--- src/rtl/twspc_pkg.sv ---
// ----------------------------------------------------------------------------
// twspc_pkg
// Shared types and constants for the two-wheel speed PID controller.
// ----------------------------------------------------------------------------
package twspc_pkg;

    localparam int STEER_TABLE_DEPTH_DEF = 45;
    localparam int SPLIT_TABLE_LEN       = 45;
    localparam int CNT_W    = 15;
    localparam int SERVO_W  = 16;
    localparam int GAIN_W   = 8;
    localparam int DRIVE_W  = 14;
    localparam int ERR_W    = 18;
    localparam int COEF_W   = 20;
    localparam int PROD_W   = ERR_W + COEF_W;
    localparam int SUM_W    = 40;
    localparam int ENTRY_W  = 17;
    localparam int SPLIT_W  = 13;
    localparam int TGT_W    = 14;
    localparam int IDX_W    = 6;
    localparam int PADDR_W  = 5;

    localparam logic [DRIVE_W-1:0] ACC_MAX = 14'd8800;
    localparam logic [DRIVE_W-1:0] ACC_MIN = 14'd10;

    // APB register indexes
    localparam logic [2:0] REG_CENTER      = 3'd0;
    localparam logic [2:0] REG_LEFT_LIMIT  = 3'd1;
    localparam logic [2:0] REG_RIGHT_LIMIT = 3'd2;
    localparam logic [2:0] REG_LEFT_GAIN   = 3'd3;
    localparam logic [2:0] REG_RIGHT_GAIN  = 3'd4;

    // Q16 split table
    localparam logic [ENTRY_W-1:0] SPLIT_TABLE [SPLIT_TABLE_LEN] = '{
        17'd0,      17'd66446,  17'd67364,  17'd68281,  17'd69199,  17'd70123,
        17'd71041,  17'd71965,  17'd72902,  17'd73832,  17'd74776,  17'd75720,
        17'd76677,  17'd77633,  17'd78603,  17'd79580,  17'd80563,  17'd81559,
        17'd82568,  17'd83584,  17'd84613,  17'd85655,  17'd86717,  17'd87785,
        17'd88873,  17'd89980,  17'd92248,  17'd93408,  17'd94594,  17'd95800,
        17'd97032,  17'd98290,  17'd99581,  17'd100899, 17'd102242, 17'd103625,
        17'd105041, 17'd106489, 17'd107983, 17'd109523, 17'd111103, 17'd112741,
        17'd114425, 17'd116156, 17'd117964
    };

    // Incremental PID weights on e0, e1, e2 (Q16): 1.2+0.08+2, -(0.08+4), 2
    localparam logic signed [COEF_W-1:0] COEF_E0 = 20'sd214957;
    localparam logic signed [COEF_W-1:0] COEF_E1 = -20'sd267386;
    localparam logic signed [COEF_W-1:0] COEF_E2 = 20'sd131072;

    typedef enum logic [2:0] {
        S_IDLE, S_DIV, S_SPLIT, S_ERR, S_MUL, S_UPD, S_FIN, S_OUT
    } t_state;

    function automatic logic signed [COEF_W-1:0] pid_coef(input logic [1:0] term);
        logic signed [COEF_W-1:0] c;
        case (term)
            2'd0:    c = COEF_E0;
            2'd1:    c = COEF_E1;
            2'd2:    c = COEF_E2;
            default: c = '0;
        endcase
        return c;
    endfunction

endpackage

--- src/rtl/twspc_in_if.sv ---
// ----------------------------------------------------------------------------
// twspc_in_if
// Control tick channel: encoder counts, servo command and mode flags.
// ----------------------------------------------------------------------------
interface twspc_in_if;
    logic        valid;
    logic        ready;
    logic [14:0] left_count;
    logic [14:0] right_count;
    logic [15:0] steer_command;
    logic        corner_mode;
    logic        corner_right;
    logic        corner_left;
    logic        stop_request;

    modport source (output valid, left_count, right_count, steer_command,
                    corner_mode, corner_right, corner_left, stop_request,
                    input ready);
    modport sink   (input valid, left_count, right_count, steer_command,
                    corner_mode, corner_right, corner_left, stop_request,
                    output ready);
endinterface

--- src/rtl/twspc_out_if.sv ---
// ----------------------------------------------------------------------------
// twspc_out_if
// Drive result channel: left and right motor duties.
// ----------------------------------------------------------------------------
interface twspc_out_if;
    logic        valid;
    logic        ready;
    logic [13:0] left_drive;
    logic [13:0] right_drive;

    modport source (output valid, left_drive, right_drive, input ready);
    modport sink   (input valid, left_drive, right_drive, output ready);
endinterface

--- src/rtl/two_wheel_speed_pid_control.sv ---
// ----------------------------------------------------------------------------
// two_wheel_speed_pid_control
// Speed target selection, steering split and two incremental PIDs on one
// shared multiplier and a bit-serial divider, under a small sequencer.
// ----------------------------------------------------------------------------
//  channel  | dir | handshake        | transaction
//  i_in     | in  | valid/ready      | one control tick (counts, servo, flags)
//  o_out    | out | valid/ready      | left/right drive duty
//  APB      | in  | psel/penable     | register write/read, pready tied high
//
//  Steps: a tick runs accept, D divider steps, split, 2 x 5 PID steps, then
//  finish and output, D = bits of STEER_TABLE_DEPTH*65535 (22 at the
//  default). Divider skipped when no split applies; straight wheels go
//  straight to finish.
//  Reset: synchronous, active low; registers to defaults, PID state zero.
//  Stalls: i_in.ready is low from accept until the result transaction leaves.
// ----------------------------------------------------------------------------
module two_wheel_speed_pid_control
    import twspc_pkg::*;
#(
    parameter int STEER_TABLE_DEPTH = STEER_TABLE_DEPTH_DEF
) (
    input  logic                i_clk,
    input  logic                i_rst_n,
    twspc_in_if.sink            i_in,
    twspc_out_if.source         o_out,
    input  logic                psel,
    input  logic                penable,
    input  logic                pwrite,
    input  logic [PADDR_W-1:0]  paddr,
    input  logic [31:0]         pwdata,
    output logic [31:0]         prdata,
    output logic                pready
);

    // Divider width follows the table depth
    localparam int DIVW  = $clog2(STEER_TABLE_DEPTH * 65535 + 1);
    localparam int DCW   = $clog2(DIVW + 1);

    // ---------------- configuration registers ----------------
    logic [SERVO_W-1:0] r_center, r_left_limit, r_right_limit;
    logic [GAIN_W-1:0]  r_left_gain, r_right_gain;
    logic               cfg_wr;

    assign pready = 1'b1;
    assign cfg_wr = psel && penable && pwrite;

    always_ff @(posedge i_clk) begin
        if (!i_rst_n) begin
            r_center      <= 16'd1320;
            r_left_limit  <= 16'd1530;
            r_right_limit <= 16'd1110;
            r_left_gain   <= 8'd9;
            r_right_gain  <= 8'd9;
        end else if (cfg_wr) begin
            case (paddr[4:2])
                REG_CENTER:      r_center      <= pwdata[15:0];
                REG_LEFT_LIMIT:  r_left_limit  <= pwdata[15:0];
                REG_RIGHT_LIMIT: r_right_limit <= pwdata[15:0];
                REG_LEFT_GAIN:   r_left_gain   <= pwdata[7:0];
                REG_RIGHT_GAIN:  r_right_gain  <= pwdata[7:0];
                default: ;
            endcase
        end
    end

    always_comb begin
        case (paddr[4:2])
            REG_CENTER:      prdata = {16'd0, r_center};
            REG_LEFT_LIMIT:  prdata = {16'd0, r_left_limit};
            REG_RIGHT_LIMIT: prdata = {16'd0, r_right_limit};
            REG_LEFT_GAIN:   prdata = {24'd0, r_left_gain};
            REG_RIGHT_GAIN:  prdata = {24'd0, r_right_gain};
            default:         prdata = '0;
        endcase
    end

    // ---------------- sequencer ----------------
    t_state r_state, n_state;
    logic   in_acc;

    // Tick latched at accept
    logic [CNT_W-1:0]    r_lc, r_rc;
    logic                r_corner, r_cright, r_cleft, r_stop;
    logic                r_pos;          // angle > 0
    logic signed [16:0]  r_angle;

    // Accept-time decode on the live input
    logic signed [16:0]  a_angle, a_span;
    logic [15:0]         a_mag;
    logic                a_upd, a_div;

    assign a_angle = $signed({1'b0, i_in.steer_command}) - $signed({1'b0, r_center});
    assign a_mag   = a_angle[16] ? 16'(-a_angle) : a_angle[15:0];
    assign a_span  = a_angle[16]
                   ? $signed({1'b0, r_center}) - $signed({1'b0, r_right_limit})
                   : $signed({1'b0, r_left_limit}) - $signed({1'b0, r_center});
    // angle zero outside corner mode: PIDs frozen
    assign a_upd   = i_in.corner_mode || (a_angle != '0);
    assign a_div   = !i_in.corner_mode && (a_angle != '0) && (a_span > 0);

    // Divider
    logic [DIVW-1:0] r_quo;
    logic [15:0]     r_rem, r_den;
    logic [DCW-1:0]  r_dcnt;
    logic [16:0]     d_trial;
    logic            d_ge;

    assign d_trial = {r_rem, r_quo[DIVW-1]};
    assign d_ge    = d_trial >= {1'b0, r_den};

    // PID working state
    logic                    r_wheel;
    logic [1:0]              r_term;
    logic [SPLIT_W-1:0]      r_sp;
    logic signed [SUM_W-1:0] r_sum;
    logic signed [ERR_W-1:0] r_hist [2][3];
    logic [DRIVE_W-1:0]      r_acc  [2];
    logic [DRIVE_W-1:0]      r_hold [2];

    always_comb begin
        n_state = r_state;
        case (r_state)
            S_IDLE:  if (in_acc) begin
                         n_state = !a_upd ? S_FIN : (a_div ? S_DIV : S_SPLIT);
                     end
            S_DIV:   if (r_dcnt == DCW'(DIVW - 1)) n_state = S_SPLIT;
            S_SPLIT: n_state = S_ERR;
            S_ERR:   n_state = S_MUL;
            S_MUL:   if (r_term == 2'd2) n_state = S_UPD;
            S_UPD:   n_state = r_wheel ? S_FIN : S_ERR;
            S_FIN:   n_state = S_OUT;
            S_OUT:   if (o_out.ready) n_state = S_IDLE;
            default: n_state = S_IDLE;
        endcase
    end

    always_comb begin
        i_in.ready  = (r_state == S_IDLE);
        o_out.valid = (r_state == S_OUT);
    end

    assign in_acc = i_in.valid && i_in.ready;
    assign o_out.left_drive  = r_hold[0];
    assign o_out.right_drive = r_hold[1];

    // ---------------- table index and split ----------------
    logic [DIVW-1:0]    q_m1;
    logic               idx_ok;
    logic [IDX_W-1:0]   idx;
    logic [ENTRY_W-1:0] entry;
    logic [11:0]        gain10;

    assign q_m1   = r_quo - DIVW'(1);
    // quotient zero, or index past the depth or the table: no split
    assign idx_ok = (r_quo != '0) && (q_m1 < DIVW'(STEER_TABLE_DEPTH))
                 && (q_m1 < DIVW'(SPLIT_TABLE_LEN));
    assign idx    = idx_ok ? q_m1[IDX_W-1:0] : '0;
    assign entry  = SPLIT_TABLE[idx];
    assign gain10 = (r_pos ? {4'd0, r_left_gain} : {4'd0, r_right_gain}) * 12'd10;

    // ---------------- targets ----------------
    logic [9:0]              base;
    logic                    mid40, mid20, over40, over60;
    logic                    l_lt100, r_lt100, any_gt300, any_gt250, any_lt200;
    logic signed [TGT_W-1:0] tgt_l, tgt_r, tgt, sp_s, sp_h;

    assign mid20  = (r_angle > -17'sd20) && (r_angle < 17'sd20);
    assign mid40  = (r_angle > -17'sd40) && (r_angle < 17'sd40);
    assign over40 = (r_angle > 17'sd40) || (r_angle < -17'sd40);
    assign over60 = (r_angle > 17'sd60) || (r_angle < -17'sd60);
    assign l_lt100   = r_lc < 15'd100;
    assign r_lt100   = r_rc < 15'd100;
    assign any_gt300 = (r_lc > 15'd300) || (r_rc > 15'd300);
    assign any_gt250 = (r_lc > 15'd250) || (r_rc > 15'd250);
    assign any_lt200 = (r_lc < 15'd200) || (r_rc < 15'd200);

    always_comb begin
        if (l_lt100 && r_lt100 && mid20)  base = 10'd600;
        else if (any_gt300 && mid40)      base = 10'd320;
        else if (any_gt250 && over40)     base = 10'd150;
        else if (any_lt200 && mid40)      base = 10'd300;
        else if (any_lt200 && over60)     base = 10'd200;
        else                              base = 10'd230;
    end

    assign sp_s = $signed({1'b0, r_sp});
    assign sp_h = $signed({2'b0, r_sp[SPLIT_W-1:1]});

    always_comb begin
        if (r_corner) begin
            if (r_cright) begin
                tgt_l = 14'sd300;  tgt_r = -14'sd100;
            end else if (r_cleft) begin
                tgt_l = -14'sd100; tgt_r = 14'sd300;
            end else begin
                tgt_l = 14'sd230;  tgt_r = 14'sd230;
            end
        end else if (r_pos) begin
            tgt_l = $signed({4'd0, base}) - sp_h;
            tgt_r = $signed({4'd0, base}) + sp_s;
        end else begin
            tgt_l = $signed({4'd0, base}) + sp_s;
            tgt_r = $signed({4'd0, base}) - sp_h;
        end
    end

    assign tgt = r_wheel ? tgt_r : tgt_l;

    // ---------------- shared multiplier ----------------
    logic signed [ERR_W-1:0]  mul_a;
    logic signed [COEF_W-1:0] mul_b;
    logic signed [PROD_W-1:0] prod;

    always_comb begin
        if (r_state == S_SPLIT) begin
            mul_a = $signed({1'b0, entry});
            mul_b = $signed({8'd0, gain10});
        end else begin
            mul_a = r_hist[r_wheel][r_term];
            mul_b = pid_coef(r_term);
        end
    end

    assign prod = mul_a * mul_b;

    // ---------------- error and accumulator update ----------------
    logic signed [ERR_W-1:0] err;
    logic signed [23:0]      inc;
    logic signed [24:0]      acc_sum;
    logic [DRIVE_W-1:0]      acc_new;

    assign err = ERR_W'(tgt) - $signed({3'b0, r_wheel ? r_rc : r_lc});
    // divide by 65536, truncated toward zero
    assign inc = r_sum[SUM_W-1:16]
               + ((r_sum[SUM_W-1] && (r_sum[15:0] != '0)) ? 24'sd1 : 24'sd0);
    assign acc_sum = $signed({11'd0, r_acc[r_wheel]}) + 25'(inc);

    always_comb begin
        if (acc_sum >= $signed({11'd0, ACC_MAX}))     acc_new = ACC_MAX;
        else if (acc_sum < $signed({11'd0, ACC_MIN})) acc_new = ACC_MIN;
        else                                          acc_new = acc_sum[DRIVE_W-1:0];
    end

    // ---------------- registers ----------------
    always_ff @(posedge i_clk) begin
        if (!i_rst_n) begin
            r_state <= S_IDLE;
            r_dcnt  <= '0;
            r_term  <= '0;
            r_wheel <= 1'b0;
            for (int w = 0; w < 2; w++) begin
                r_acc[w]  <= '0;
                r_hold[w] <= '0;
                for (int k = 0; k < 3; k++) r_hist[w][k] <= '0;
            end
        end else begin
            r_state <= n_state;
            case (r_state)
                S_IDLE: if (in_acc) begin
                    r_lc     <= i_in.left_count;
                    r_rc     <= i_in.right_count;
                    r_corner <= i_in.corner_mode;
                    r_cright <= i_in.corner_right;
                    r_cleft  <= i_in.corner_left;
                    r_stop   <= i_in.stop_request;
                    r_angle  <= a_angle;
                    r_pos    <= !a_angle[16] && (a_angle != '0);
                    r_quo    <= a_div ? DIVW'(STEER_TABLE_DEPTH) * DIVW'(a_mag) : '0;
                    r_den    <= a_span[15:0];
                    r_rem    <= '0;
                    r_dcnt   <= '0;
                    r_wheel  <= 1'b0;
                end
                S_DIV: begin
                    r_rem  <= d_ge ? 16'(d_trial - {1'b0, r_den}) : d_trial[15:0];
                    r_quo  <= {r_quo[DIVW-2:0], d_ge};
                    r_dcnt <= r_dcnt + DCW'(1);
                end
                S_SPLIT: r_sp <= prod[SPLIT_W+15:16];
                S_ERR: begin
                    r_hist[r_wheel][2] <= r_hist[r_wheel][1];
                    r_hist[r_wheel][1] <= r_hist[r_wheel][0];
                    r_hist[r_wheel][0] <= err;
                    r_sum  <= '0;
                    r_term <= '0;
                end
                S_MUL: begin
                    r_sum  <= r_sum + SUM_W'(prod);
                    r_term <= r_term + 2'd1;
                end
                S_UPD: begin
                    r_acc[r_wheel]  <= acc_new;
                    r_hold[r_wheel] <= acc_new;
                    r_wheel         <= 1'b1;
                end
                S_FIN: if (r_stop) begin
                    r_hold[0] <= '0;
                    r_hold[1] <= '0;
                end
                default: ;
            endcase
        end
    end

endmodule

--- src/flat_wrapper.sv ---
// flat-port wrapper written by rule: the top's interface ports become plain ports
module two_wheel_speed_pid_control_flat import twspc_pkg::*;
#(
    parameter int STEER_TABLE_DEPTH = STEER_TABLE_DEPTH_DEF
)
  (i_clk, i_rst_n, psel, penable, pwrite, paddr, pwdata, prdata, pready, i_in_valid, i_in_left_count, i_in_right_count, i_in_steer_command, i_in_corner_mode, i_in_corner_right, i_in_corner_left, i_in_stop_request, i_in_ready, o_out_valid, o_out_left_drive, o_out_right_drive, o_out_ready);
  twspc_in_if i_in_i ();
  twspc_out_if o_out_i ();
  input  logic i_clk;
  input  logic i_rst_n;
  input  logic psel;
  input  logic penable;
  input  logic pwrite;
  input  logic [PADDR_W-1:0] paddr;
  input  logic [31:0] pwdata;
  output logic [31:0] prdata;
  output logic pready;
  input wire logic [$bits(i_in_i.valid)-1:0] i_in_valid;
  input wire logic [$bits(i_in_i.left_count)-1:0] i_in_left_count;
  input wire logic [$bits(i_in_i.right_count)-1:0] i_in_right_count;
  input wire logic [$bits(i_in_i.steer_command)-1:0] i_in_steer_command;
  input wire logic [$bits(i_in_i.corner_mode)-1:0] i_in_corner_mode;
  input wire logic [$bits(i_in_i.corner_right)-1:0] i_in_corner_right;
  input wire logic [$bits(i_in_i.corner_left)-1:0] i_in_corner_left;
  input wire logic [$bits(i_in_i.stop_request)-1:0] i_in_stop_request;
  output wire logic [$bits(i_in_i.ready)-1:0] i_in_ready;
  output wire logic [$bits(o_out_i.valid)-1:0] o_out_valid;
  output wire logic [$bits(o_out_i.left_drive)-1:0] o_out_left_drive;
  output wire logic [$bits(o_out_i.right_drive)-1:0] o_out_right_drive;
  input wire logic [$bits(o_out_i.ready)-1:0] o_out_ready;
  assign i_in_i.valid = i_in_valid;
  assign i_in_i.left_count = i_in_left_count;
  assign i_in_i.right_count = i_in_right_count;
  assign i_in_i.steer_command = i_in_steer_command;
  assign i_in_i.corner_mode = i_in_corner_mode;
  assign i_in_i.corner_right = i_in_corner_right;
  assign i_in_i.corner_left = i_in_corner_left;
  assign i_in_i.stop_request = i_in_stop_request;
  assign i_in_ready = i_in_i.ready;
  assign o_out_valid = o_out_i.valid;
  assign o_out_left_drive = o_out_i.left_drive;
  assign o_out_right_drive = o_out_i.right_drive;
  assign o_out_i.ready = o_out_ready;
  two_wheel_speed_pid_control #(.STEER_TABLE_DEPTH(STEER_TABLE_DEPTH)) u_core (.i_clk(i_clk), .i_rst_n(i_rst_n), .i_in(i_in_i), .o_out(o_out_i), .psel(psel), .penable(penable), .pwrite(pwrite), .paddr(paddr), .pwdata(pwdata), .prdata(prdata), .pready(pready));
endmodule
--- config.mk ---
export PLATFORM = sky130hd
export DESIGN_NAME = two_wheel_speed_pid_control_flat
export DESIGN_NICKNAME = d
export VERILOG_FILES = /design/src/rtl/twspc_pkg.sv /design/src/rtl/twspc_in_if.sv /design/src/rtl/twspc_out_if.sv /design/src/rtl/two_wheel_speed_pid_control.sv /design/src/flat_wrapper.sv
export SDC_FILE = /design/constraint.sdc
export NUM_CORES = 2
export LEC_CHECK = 0
export BUFFER_PORTS_ARGS = -buffer_cell sky130_fd_sc_hd__buf_2
export CORE_ASPECT_RATIO = 1.75
export CORE_UTILIZATION = 29
export DETAILED_ROUTE_END_ITERATION = 16
export GPL_TIMING_DRIVEN = 0
export HOLD_SLACK_MARGIN = 0.05
export PLACE_DENSITY_LB_ADDON = 0.08
export SYNTH_ARGS = -nofsm -noshare
export SYNTH_HDL_FRONTEND = slang
export SYNTH_SLANG_ARGS = --single-unit
--- constraint.sdc ---
create_clock -name i_clk -period 34.9 [get_ports i_clk]
set_input_delay 3.49 -clock i_clk [delete_from_list [all_inputs] [get_ports i_clk]]
set_output_delay 3.49 -clock i_clk [all_outputs]
set_load 0.01 [all_outputs]
==> results_dict.tcl <==
set metrics [dict create \
    worstPathMaxFanout 10 \
    cts-root-buf "clkbuf_16" \
    finClkSkew_ns 0.0388 \
    grt_pass1_vias 35000 \
    ctsResizeCount 0 \
    ant_nets 0 \
    status "complete, no violations" \
    crit_required_ns 35.23 \
    cts_tree "done" \
    dieArea_sq_um 144000 \
    wirelength_microns 160000 \
    grt.overflow.total 0 \
    netlist_area_sq_um 41300 \
    synthFlopType "edfxtp_1" \
    worstHoldEndpoint "u_core.r_dcnt[4]" \
    drv_cap 0 \
    cts_hold_buf 0 \
    maxSlewViolCount 0 \
    synth_edf_count 317 \
    ys_types 101 \
    clk_latency_ns 0.62 \
    synth_area_leaders "edfxtp_1 (23%), fa_1 (18%), ha_1 (11%), inv_1 (5.6%), nor2_1 (4.6%)" \
    cts_max_path_buffers 3 \
    ioPinCount 157 \
    ys_warn_count 0 \
    antenna_found_initial 4 \
    holdCritPathClass "reg -> reg" \
    r2r_setup_slack_ns 19.32 \
    die-width_microns 287 \
    max_freq_mhz 64.2 \
    cpMostUsedCell "nor2_1" \
    area_growth_pct 11.2 \
    rr_worst_depth 54 \
    worstMarginPinSlew_ns 1.28 \
    routabilityCongestion 0.921 \
    nNetsFinal 5550 \
    synth_most_common_cell "inv_1" \
    cts.sink_count 393 \
    grt_util_all_layers_pct 22.3 \
    hold_depth 1 \
    viasPerCell 5.00 \
    hp-start "u_core.r_dcnt[4]" \
    critPathKind "reg -> reg" \
    drt_iter0_markers 1528 \
    postCtsSetupBuffers 0 \
    vias 33100 \
    yosysSeqAreaShare_pct 26.7 \
    synth-seq-cells 393 \
    row_count 182 \
    die_h_microns 501 \
    grt_max_degree 52 \
    clkSlewWorstSetupHoldPaths_ns 0.07 \
    drc 0 \
    drive_gt1_share_pct 6.86 \
    place_hpwl_microns 135000 \
    synth_area_leader_cell "edfxtp_1" \
    async_reset_ff_share_pct 0 \
    avgSynthCellArea_sq_um 9.09 \
    grt_pass1_wl_microns 232000 \
    drt_pass1_iterations 7 \
    r2r_start "u_core.r_quo[0]" \
    slowest_stage "o21ai_0" \
    post_drt_wl_per_cell_microns 24.2 \
    initial_core_util_pct 29.3 \
    port_buffers 120 \
    slew_headroom_pct 14.7 \
    max_stage_delay_ns 0.79 \
    synthCells 4542 \
    fin_tns_setup_ns 0 \
    synth.top_cells.by_count "inv_1 (614), nor2_1 (508), nand2_1 (455)" \
    synth_top_area_share_pct 23.1 \
    min_period_over_period_pct 44.6 \
    htreeDepth 2 \
    min_period_ns 15.58 \
    core_area_sq_um 141000 \
    setup_viol 0 \
    rr_endpoint "u_core.r_sum[33]" \
    rsz0062_at_grt "false" \
    cts_buffers 41 \
    endpoint_kind "flip-flop" \
    critPathLaunchType "flip-flop" \
    arrival_ns 15.91 \
    hold_viol_final 0 \
]
==> cells by family after synthesis <==
logic type / after synthesis / synth area share, %
simple gates: 1438 / 15.8
other cells: 2 / 0.0182
flops: 393 / 26.7
mux: 145 / 3.60
fa+ha+maj: 723 / 28.5
buf+inv: 791 / 7.41
xor+xnor: 214 / 4.57
compound gates: 836 / 13.3
==> how the worst max path moves through the flow <==
stage	slack, ns	from	cells past startpoint	to
6_report	19.32	u_core.r_quo[0]	54	u_core.r_sum[33]
4_1_cts	19.37	u_core.r_quo[0]	54	u_core.r_sum[33]
3_3_place_gp	19.28	u_core.r_quo[0]	53	u_core.r_sum[33]
5_1_grt	18.56	u_core.r_quo[0]	54	u_core.r_sum[33]
3_5_place_dp	19.45	u_core.r_quo[0]	51	u_core.r_sum[39]
2_1_floorplan	22.90	u_core.r_quo[0]	50	u_core.r_sum[33]
==> sequential cells by signal, indices dropped and copies added, names as in the netlist, 13 cells and up, named ones only <==
name and count:
u_core.r_sp 13, u_core.r_right_limit 16, u_core.r_rc 15, u_core.r_acc 28, u_core.r_quo 22, u_core.r_center 16
u_core.r_sum 40, u_core.r_rem 16, u_core.r_angle 17, u_core.r_hist 102, u_core.r_hold 28, u_core.r_left_limit 16
u_core.r_lc 15, u_core.r_den 16
==> metal layers <==
| layer | wire, microns | up-vias | share of wire, % | global-route usage [%] |
|---|---|---|---|---|
| met2 | 92100 | 661 | 58 | 45.2 |
| met1 | 53300 | 16400 | 33 | 21.2 |
| met3 | 3760 | 262 | 2.4 | 1.65 |
| li1 | - | 15700 | - | - |
| met4 | 10900 | 2 | 6.8 | 13.2 |
| met5 | 9 | - | 0.0056 | 0 |
==> per-stage QoR <==
| stage | instance area (sq um) | instances | util, % | setup slack [ns] | hold WS [ns] |
|---|---|---|---|---|---|
| 2_1_floorplan | 41300 | 4557 | - | 22.90 | 0.432 |
| 3_3_place_gp | 44200 | 6517 | 31.4 | 19.28 | 0.463 |
| 3_5_place_dp | 44500 | 6530 | 31.6 | 19.45 | 0.472 |
| 4_1_cts | 45900 | 6605 | 32.6 | 19.37 | 0.482 |
| 5_1_grt | 45900 | 6606 | 32.6 | 18.56 | 0.509 |
| 6_report | 45900 | 6609 | 32.6 | 19.32 | 0.480 |
==> worst max-delay path: cells and delay by family (launching register included) <==
| family | cells | cell delay (ns) |
|---|---|---|
| fa+ha+maj | 10 | 4.61 |
| compound gates | 17 | 4.14 |
| simple gates | 17 | 3.65 |
| buf+inv | 8 | 1.77 |
| xor+xnor | 2 | 0.66 |
| flops | 1 | 0.44 |
==> final cells by class <==
| cell class | count | area (sq um) |
|---|---|---|
| inverter | 616 | 2310 |
| timing repair buffer | 133 | 813 |
| clock inverter | 25 | 288 |
| buffer | 175 | 748 |
| antenna | 4 | 10.0 |
| clock buffer | 50 | 1100 |
| fill | 14800 | 95000 |
| sequential | 393 | 11000 |
| tap | 1840 | 2300 |
| multi-input combinational | 3373 | 27300 |
==> layout by cell type (no fill, tap or decap), types with 37 or more instances in the layout <==
| cell type | n |
|---|---|
| inv_1 | 614 |
| nor2_1 | 508 |
| nand2_1 | 453 |
| fa_1 | 364 |
| ha_1 | 359 |
| edfxtp_1 | 317 |
| a21oi_1 | 215 |
| o21ai_0 | 155 |
| xnor2_1 | 149 |
| buf_2 | 130 |
| clkbuf_1 | 127 |
| mux2i_1 | 118 |
| dfxtp_1 | 76 |
| nor3_1 | 74 |
| nand3_1 | 74 |
| a21o_1 | 68 |
| xor2_1 | 64 |
| and2_1 | 51 |
| nor2b_1 | 50 |
| a21boi_0 | 48 |
| clkbuf_16 | 42 |
| nand4_1 | 38 |
| o21a_1 | 37 |
Power is left out: the tool's default activity adds up to more than one toggle a clock period on the data nets, which glitch-free logic cannot reach.
